**src/design/gf2m_log_antilog_tables_core_assert.svh**
```systemverilog
// Assertion macros for the GF(2^m) log/antilog table core.
// Used by gf2m_log_antilog_tables_core; no other dependencies.
`ifndef GF2M_LOG_ANTILOG_TABLES_CORE_ASSERT_SVH
`define GF2M_LOG_ANTILOG_TABLES_CORE_ASSERT_SVH
`ifndef SYNTHESIS
`define GFLAT_ASSERT_RST(label, clk, rst, prop, msg) \
   label: assert property (@(posedge clk) disable iff (rst) prop) else $error(msg);
`define GFLAT_ASSERT_ANY(label, clk, prop, msg) \
   label: assert property (@(posedge clk) prop) else $error(msg);
`else
`define GFLAT_ASSERT_RST(label, clk, rst, prop, msg)
`define GFLAT_ASSERT_ANY(label, clk, prop, msg)
`endif
`endif

```
**src/design/gflat_pkg.sv**
```systemverilog
// Shared types and constants of the GF(2^m) log/antilog table core.
// No dependencies.
`default_nettype none
package gflat_pkg;

   localparam logic       ACT_BUILD     = 1'b0;
   localparam logic       ACT_LOOKUP    = 1'b1;

   localparam int unsigned CSR_IDX_W    = 1;
   localparam int unsigned CSR_DATA_W   = 9;
   localparam logic [CSR_IDX_W-1:0] CSR_FIELD_DEGREE = 1'b0;
   localparam logic [CSR_IDX_W-1:0] CSR_FIELD_POLY   = 1'b1;

   localparam logic [3:0] MIN_DEGREE    = 4'd2;
   localparam logic [3:0] DEGREE_RESET  = 4'd3;
   localparam logic [8:0] POLY_RESET    = 9'd11;

   typedef struct packed {
      logic       action;
      logic [7:0] exponent;
      logic [7:0] element;
   } req_word_type;

   typedef struct packed {
      logic [7:0] power_value;
      logic [7:0] log_value;
      logic       zero_element;
      logic       exponent_range_error;
      logic       not_primitive;
      logic       tables_ready;
   } rsp_word_type;

   typedef struct packed {
      logic       clear;
      logic       anti_we;
      logic [7:0] anti_addr;
      logic [7:0] anti_data;
      logic       log_we;
      logic [7:0] log_addr;
      logic [7:0] log_data;
   } store_wr_type;

   typedef struct packed {
      logic       en;
      logic [7:0] anti_addr;
      logic [7:0] log_addr;
   } store_rd_type;

   typedef struct packed {
      logic active;
      logic last;
      logic fault;
   } build_stat_type;

endpackage
`default_nettype wire

```
**src/design/gflat_build.sv**
```systemverilog
// Table build sequencer: walks the powers of alpha and issues store writes.
// Depends on gflat_pkg.
`default_nettype none
module gflat_build (
   input  logic                      clock,
   input  logic                      reset,
   input  logic                      go,
   input  logic [3:0]                degree,
   input  logic [8:0]                poly,
   output gflat_pkg::store_wr_type   wr,
   output gflat_pkg::build_stat_type stat
);
   import gflat_pkg::*;

   typedef enum logic {
      ST_IDLE,
      ST_WALK
   } state_type;

   state_type  state_ff;
   logic [7:0] e_ff;
   logic [7:0] p_ff;
   logic       fault_ff;

   logic [8:0] n_max;
   logic [8:0] shifted;
   logic [8:0] reduced;
   logic [7:0] p_in;
   logic       fault_cur;
   logic       walk;
   logic       at_last;

   assign n_max     = (9'd1 << degree) - 9'd1;
   assign shifted   = {p_ff, 1'b0};
   assign reduced   = (shifted[degree] ? (shifted ^ poly) : shifted) & n_max;
   assign p_in      = reduced[7:0];
   assign walk      = (state_ff == ST_WALK);
   assign fault_cur = fault_ff | ((e_ff != 8'd0) & (p_ff <= 8'd1));
   assign at_last   = ({1'b0, e_ff} == (n_max - 9'd1));

   always_ff @(posedge clock) begin
      if (reset) begin
         state_ff <= ST_IDLE;
         e_ff     <= 8'd0;
         p_ff     <= 8'd1;
         fault_ff <= 1'b0;
      end else begin
         unique case (state_ff)
            ST_IDLE: begin
               if (go) begin
                  state_ff <= ST_WALK;
                  e_ff     <= 8'd0;
                  p_ff     <= 8'd1;
                  fault_ff <= 1'b0;
               end
            end
            ST_WALK: begin
               e_ff     <= e_ff + 8'd1;
               p_ff     <= p_in;
               fault_ff <= fault_cur;
               if (at_last) begin
                  state_ff <= ST_IDLE;
               end
            end
            default: begin
               state_ff <= ST_IDLE;
            end
         endcase
      end
   end

   always_comb begin
      wr.clear     = go;
      wr.anti_we   = walk;
      wr.anti_addr = e_ff;
      wr.anti_data = p_ff;
      wr.log_we    = walk & ~fault_cur & (p_ff != 8'd0);
      wr.log_addr  = p_ff;
      wr.log_data  = e_ff;
      stat.active  = walk;
      stat.last    = walk & at_last;
      stat.fault   = fault_cur;
   end

endmodule
`default_nettype wire

```
**config.mk**
```make
export PLATFORM = sky130hd
export DESIGN_NAME = gflat_build
export DESIGN_NICKNAME = d
export VERILOG_FILES = /design/src/design/gf2m_log_antilog_tables_core_assert.svh /design/src/design/gflat_pkg.sv /design/src/design/gflat_build.sv
export SDC_FILE = /design/constraint.sdc
export NUM_CORES = 1
export LEC_CHECK = 0
export ABC_AREA = 1
export BUFFER_PORTS_ARGS = -buffer_cell sky130_fd_sc_hd__buf_2
export CORE_MARGIN = 3
export CORE_UTILIZATION = 40
export CTS_CLUSTER_DIAMETER = 60
export CTS_CLUSTER_SIZE = 20
export DETAILED_ROUTE_END_ITERATION = 12
export GPL_TIMING_DRIVEN = 0
export HOLD_SLACK_MARGIN = 0.15
export PLACE_DENSITY_LB_ADDON = 0.2
export SLEW_MARGIN = 30
export SYNTH_ARGS = -nofsm -noshare
export SYNTH_HDL_FRONTEND = slang
export SYNTH_SLANG_ARGS = --single-unit
```
**constraint.sdc**
```tcl
create_clock -name clock -period 6 [get_ports clock]
set_input_delay 0.9 -clock clock [delete_from_list [all_inputs] [get_ports clock]]
set_output_delay 0.9 -clock clock [all_outputs]
set_load 0.05 [all_outputs]
```
==> results of run 1 <==
routing by layer:
| metal | wire length [um] | up-vias | GRT usage |
|---|---|---|---|
| li1 | - | 1011 | - |
| met3 | 224 | 2 | 0.0319 |
| met4 | 15 | 0 | 0.0334 |
| met5 | 0 | - | 0 |
| met1 | 2150 | 827 | 0.229 |
| met2 | 2110 | 43 | 0.307 |
flip-flops by register name, summed over array words and instances, names as in the netlist:
name      count
e_ff          8
fault_ff      1
p_ff          8
state_ff      1
synthesized netlist by cell type (2+ instances only):
| master | n |
|---|---|
| nand2_1 | 67 |
| nand3_1 | 28 |
| nor2_4 | 3 |
| a21oi_1 | 14 |
| nand2_4 | 4 |
| inv_1 | 41 |
| nor3_1 | 9 |
| ha_1 | 6 |
| nand4_1 | 7 |
| buf_4 | 21 |
| clkbuf_1 | 2 |
| xor2_1 | 3 |
| nor2_1 | 29 |
| nor2_2 | 6 |
| a31oi_1 | 2 |
| o21ai_0 | 7 |
| nand3_2 | 5 |
| nand2_2 | 4 |
| dfxtp_1 | 18 |
| nor4_1 | 2 |
power by group through the flow:
| stage | clock (uW) | sequential (uW) | combinational [uW] |
|---|---|---|---|
| CTS | 105 | 126 | 103 |
| floorplan | 0 | 135 | 70.3 |
| finish | 103 | 126 | 102 |
| global route | 108 | 127 | 113 |
| global placement | 0 | 129 | 102 |
| detailed placement | 0 | 129 | 102 |
metrics by stage:
stage               cells  instance area [sq um]  worst slack [ps]  hold slack (ps)  power (uW)
floorplan             286                   1740              2270              443         205
detailed placement    388                   2060              1860              479         231
CTS                   392                   2120              1850              498         333
finish                392                   2120              1870              498         331
global placement      388                   2060              1870              468         231
global route          392                   2120              1560              548         348
worst min-delay path by stage:
stage,startpoint,endpoint,slack (ps),cells after the start
2_1_floorplan,fault_ff,fault_ff,440,2
3_3_place_gp,fault_ff,fault_ff,470,2
3_5_place_dp,fault_ff,fault_ff,480,2
4_1_cts,fault_ff,fault_ff,500,2
5_1_grt,fault_ff,fault_ff,550,2
6_report,fault_ff,fault_ff,500,2
area by class of cell:
class | count | area, sq um
fillers | 437 | 1970
multi-input cells | 202 | 1050
flip-flops and latches | 18 | 360
repair buffers | 52 | 260
plain buffers | 24 | 170
inverters | 42 | 158
well taps | 50 | 62.6
clock buffers | 4 | 55.1
cell families after synthesis:
logic type               count (synthesis)
XOR/XNOR                                 3
AO/OA/AOI/OAI                           28
AND/OR/NAND/NOR                        165
buffers and inverters                   66
flip-flops                              18
adder cells (fa/ha/maj)                  6
worst max-delay path: cells and delay by family:
kind	cells	cell delay, ps
adder cells (fa/ha/maj)	1	290
buffers and inverters	5	650
AND/OR/NAND/NOR	11	1380
==> flow_metrics.py, run 1 <==
metrics = {
    "worst_setup_path": {
        "path_common_cell": "nand2_1",
        "critPathSlowestCell": "ha_1",
        "reg2reg_to": "e_ff[7]",
        "rr_startpoint": "state_ff",
        "reg2regPathDepth": 9,
        "end_kind": "output port",
        "worstPathCellList": "buf_2 > inv_1 > nor2_1 > nand2_1 > ha_1 > inv_1 > nand4_1 > nand2_4 > inv_1 > nand2_1 > nand2_1 > nand2_1 > nand2_1 > nor2_1 > nand3_2 > nor2_2 > buf_2",
        "critPathRequiredTime_ps": 5100,
        "path_class": "input pin to output port",
        "r2r_slack_ps": 4110,
        "critPathCapture": "stat[1]",
        "start_kind": "input pin",
        "path_max_fanout": 6,
        "cp.arrival_ps": 3230,
        "slowest_delay_ps": 290,
        "critical_path.startpoint": "degree[0]",
    },
    "clocking": {
        "clkSlewWorstSetupHoldPaths_ps": 70,
        "cts_htree_levels": 1,
        "cts_hold_buffers": 0,
        "clock-sinks": 18,
        "cts_resized": 0,
        "cts_inserted_buffers": 3,
        "cts_root_buf": "clkbuf_8",
        "clockBufferDepth": 2,
        "postCtsSetupBuffers": 0,
        "worstSkewPairLatency_ps": 260,
        "tritoncts": "done",
    },
    "yosys": {
        "seq_area_frac_synth": 0.207,
        "synth_xor_area_frac": 0.0151,
        "syn_avg_cell_area_sq_um": 6.09,
        "synth-edff-count": 0,
        "synth_simple_gate_area_share": 0.460,
        "synthArstFlopShare": 0,
        "syn_inst": 286,
        "synth_top_area_frac": 0.207,
        "syn_nets": 308,
        "synthAdderAreaFrac": 0.0431,
        "ys_warn_count": 0,
        "synth_top_family_by_area": "simple AND/OR/NAND/NOR gates",
        "ys_types": 28,
        "syn-cell-area_sq_um": 1740,
        "ys.flop_type": "dfxtp_1",
        "ys_seq_elements": 18,
        "synth_compound_area_frac": 0.0869,
        "yosys.area.top_type": "dfxtp_1",
        "synthMuxAreaShare": 0,
        "synth_area_leaders": "dfxtp_1, nand2_1, buf_4",
    },
    "floorplan": {
        "rows": 23,
        "core-area_sq_um": 4090,
        "die_area_sq_um": 5180,
        "die_y_um": 72.0,
        "pin_count": 54,
        "die_w_um": 72.0,
        "start_util": 0.426,
    },
    "global_routing": {
        "grt_pass1_wl_mm": 7.45,
        "grt_pass1_vias": 1686,
        "antenna_found_initial": 0,
        "grt_max_degree": 11,
        "track_usage": 0.177,
        "overflow": 0,
    },
    "final_layout": {
        "drive_gt1_frac": 0.295,
        "n_antenna_cell": 0,
        "fin_nets": 365,
        "syn2layout_area_growth_pct": 21.7,
        "postLayoutCoreUtil": 0.519,
        "most-common-layout-cells": "nand2_1, buf_2, inv_1, nor2_1, nand3_1",
        "final_common_cell": "nand2_1",
    },
    "route": {
        "drt_iter0_drc": 155,
        "routed-via-count": 1883,
        "wirelength_mm": 4.50,
        "drtAntennaViolNets": 0,
        "vias_per_cell": 4.80,
        "drcViolationCount": 0,
        "routedWlPerCell_um": 11.5,
        "dr.pass1.iters": 4,
    },
    "run_status": {
        "status": "finished, final reports clean",
    },
    "power_and_ir_drop": {
        "power_density_nw_per_um2": 156,
        "ir_drop_uv": 145,
        "clockPowerShare": 0.311,
        "p_comb_frac": 0.308,
        "cell_internal_pwr_uw": 211,
        "switching_share": 0.362,
        "p_sw_uw": 120,
        "leakagePower_uw": 0.00114,
        "sequentialPowerShare": 0.381,
    },
    "job": {
        "cap_violations": 0,
    },
    "timing": {
        "setup_tns_ps": 0,
        "fin_skew_ps": 2.96,
        "hold_viol": 0,
        "rsz0062_at_grt": "false",
        "min_period_ps": 4130,
        "period_share": 0.689,
        "max_slew_margin": 0.549,
        "timing_max_transition_violations_final": 0,
        "fmax_ghz": 0.242,
        "worst_pin_slew_ps": 674,
        "setup_viol_count_final": 0,
    },
    "place": {
        "port_buffers": 52,
        "gp_congestion": 0.799,
        "hpwl_mm": 3.58,
    },
    "min_path": {
        "hold_path_class": "flop to flop",
    },
}
(Power assumes the default switching activity.)
==> run 2: changes to the inputs <==
- ABC_AREA: 1 -> 0
- clock period: 6 -> 3.99 ns (I/O delays scaled with it)
==> flow_metrics.py, run 2 <==
metrics = {
    "floorplan": {
        "pin_count": 54,
        "rows": 23,
        "die_area_sq_um": 5260,
        "start_util": 0.427,
        "die_y_um": 72.5,
        "core-area_sq_um": 4140,
        "die_w_um": 72.5,
    },
    "place": {
        "dpl.cell_count": 332,
        "port_buffers": 50,
        "pre_cts_slack_ps": -282,
        "place_area_sq_um": 2100,
        "gp_congestion": 0.864,
        "hpwl_mm": 3.62,
    },
    "global_routing": {
        "antenna_found_initial": 0,
        "grt_pass1_vias": 1652,
        "grt_pass1_wl_mm": 8.15,
        "grt_max_degree": 11,
        "track_usage": 0.193,
        "overflow": 0,
    },
    "worst_setup_path": {
        "critical_path.startpoint": "degree[3]",
        "path_class": "input pin to output port",
        "end_kind": "output port",
        "r2r_slack_ps": 1940,
        "rr_startpoint": "e_ff[0]",
        "path_max_fanout": 7,
        "critPathRequiredTime_ps": 3390,
        "cp.arrival_ps": 3260,
        "reg2regPathDepth": 8,
        "start_kind": "input pin",
    },
    "yosys": {
        "syn_inst": 232,
        "syn_nets": 254,
        "seq_area_frac_synth": 0.204,
        "syn-cell-area_sq_um": 1770,
        "ys.flop_type": "dfxtp_1",
        "synth_most_common_cell": "nor2_1",
        "synth_area_leaders": "dfxtp_1, buf_4, nor2_1",
        "synth_top_area_frac": 0.204,
        "synthArstFlopShare": 0,
        "ys_warn_count": 0,
        "syn_avg_cell_area_sq_um": 7.63,
        "yosys-top-cells-count": "nor2_1, buf_4, dfxtp_1",
        "ys_seq_elements": 18,
        "ys_types": 55,
        "synth-edff-count": 0,
        "yosys.area.top_type": "dfxtp_1",
    },
    "route": {
        "wirelength_mm": 5.00,
        "routed-via-count": 1860,
        "drcViolationCount": 0,
        "routedWlPerCell_um": 14.5,
        "drtAntennaViolNets": 0,
        "dr.pass1.iters": 4,
        "drt_iter0_drc": 95,
        "vias_per_cell": 5.39,
    },
    "timing": {
        "period_share": 0.967,
        "rsz0062_at_grt": "false",
        "worst_pin_slew_ps": 725,
        "setup_viol_count_final": 0,
        "hold_viol": 0,
        "fmax_ghz": 0.259,
        "fin_skew_ps": 1.30,
        "max_slew_margin": 0.515,
        "min_period_ps": 3860,
        "setup_tns_ps": 0,
        "timing_max_transition_violations_final": 0,
        "fin_ws_ps": 130,
    },
    "final_layout": {
        "drive_gt1_frac": 0.403,
        "stdcell_count": 345,
        "reg.largest.list": "e_ff: 8 flops, p_ff: 8 flops",
        "fin_nets": 319,
        "most-common-layout-cells": "buf_2, buf_4, nor2_1, dfxtp_1",
        "fin_area_sq_um": 2340,
        "final_common_cell": "buf_2",
        "syn2layout_area_growth_pct": 32.5,
        "n_antenna_cell": 0,
    },
    "power_and_ir_drop": {
        "ir_drop_uv": 147,
        "cell_internal_pwr_uw": 323,
        "power_density_nw_per_um2": 217,
        "switching_share": 0.364,
        "leakagePower_uw": 0.00104,
        "p_comb_frac": 0.372,
        "p_sw_uw": 185,
        "sequentialPowerShare": 0.379,
        "clockPowerShare": 0.250,
    },
    "job": {
        "cap_violations": 0,
    },
    "clocking": {
        "tritoncts": "done",
        "worstSkewPairLatency_ps": 250,
        "cts_root_buf": "clkbuf_8",
        "clockBufferDepth": 2,
        "cts_htree_levels": 1,
        "clkSlewWorstSetupHoldPaths_ps": 70,
        "clock-sinks": 18,
        "cts_inserted_buffers": 3,
    },
    "min_path": {
        "hold_path_class": "flop to flop",
        "hp-start": "fault_ff",
        "min_path_cells": 2,
    },
    "run_status": {
        "status": "finished, final reports clean",
    },
}
## run 2: path summary, 6_finish.rpt
path	end
hold / removal	fault_ff
hold reg to reg	fault_ff
setup / recovery	stat[1]
setup reg to reg	state_ff
## run 2: layout make-up
type	instances	area, sq um
buffer	33	239
clock buffer	3	41.3
fill	388	1800
inverter	12	45.0
multi-input combinational	168	1250
sequential	18	360
tap	50	62.6
timing repair buffer	61	342
## run 2: layer usage
layer,vias up,GRT usage,part of all wire
met5,-,0,0
met4,0,0.0123,0.0012
met3,2,0.0346,0.062
met2,67,0.321,0.47
met1,847,0.272,0.47
li1,944,-,-
## run 2: critical path, stage by stage
cell	delay, ps
buf_4	140
or4_4	550
ha_4	180
buf_8	120
and2_1	140
o211ai_1	280
nand2_2	130
xor2_2	170
or4_4	500
a311oi_4	240
buf_6	200
## run 2: per-stage QoR
step	utilization	power (uW)	hold WS [ps]
final	0.566	507	496
after global routing	0.566	528	564
after CTS	0.541	496	494
after detailed placement	0.507	362	480
after global placement	0.507	362	479
after floorplan	-	322	470
## run 2: logic make-up after synthesis
logic type	count (synthesis)	share of synthesized area
flip-flops	18	0.204
AO/OA/AOI/OAI	46	0.193
buffers and inverters	46	0.149
adder cells (fa/ha/maj)	6	0.0424
AND/OR/NAND/NOR	96	0.298
XOR/XNOR	13	0.0644
multiplexers	7	0.0495
## run 2: timing repair
action                                  in CTS  in global routing
pin swaps                                    5                  6
setup buffers                                6                  5
hold buffers                                 0                  0
resized for setup                           14                 18
endpoints found under the setup margin       1                  1
## run 2: power by group through the flow
stage | sequential (uW) | clock, uW | combinational, uW
3_3_place_gp | 196 | 0 | 166
2_1_floorplan | 206 | 0 | 116
3_5_place_dp | 196 | 0 | 166
4_1_cts | 192 | 128 | 176
6_report | 192 | 127 | 189
5_1_grt | 193 | 132 | 204
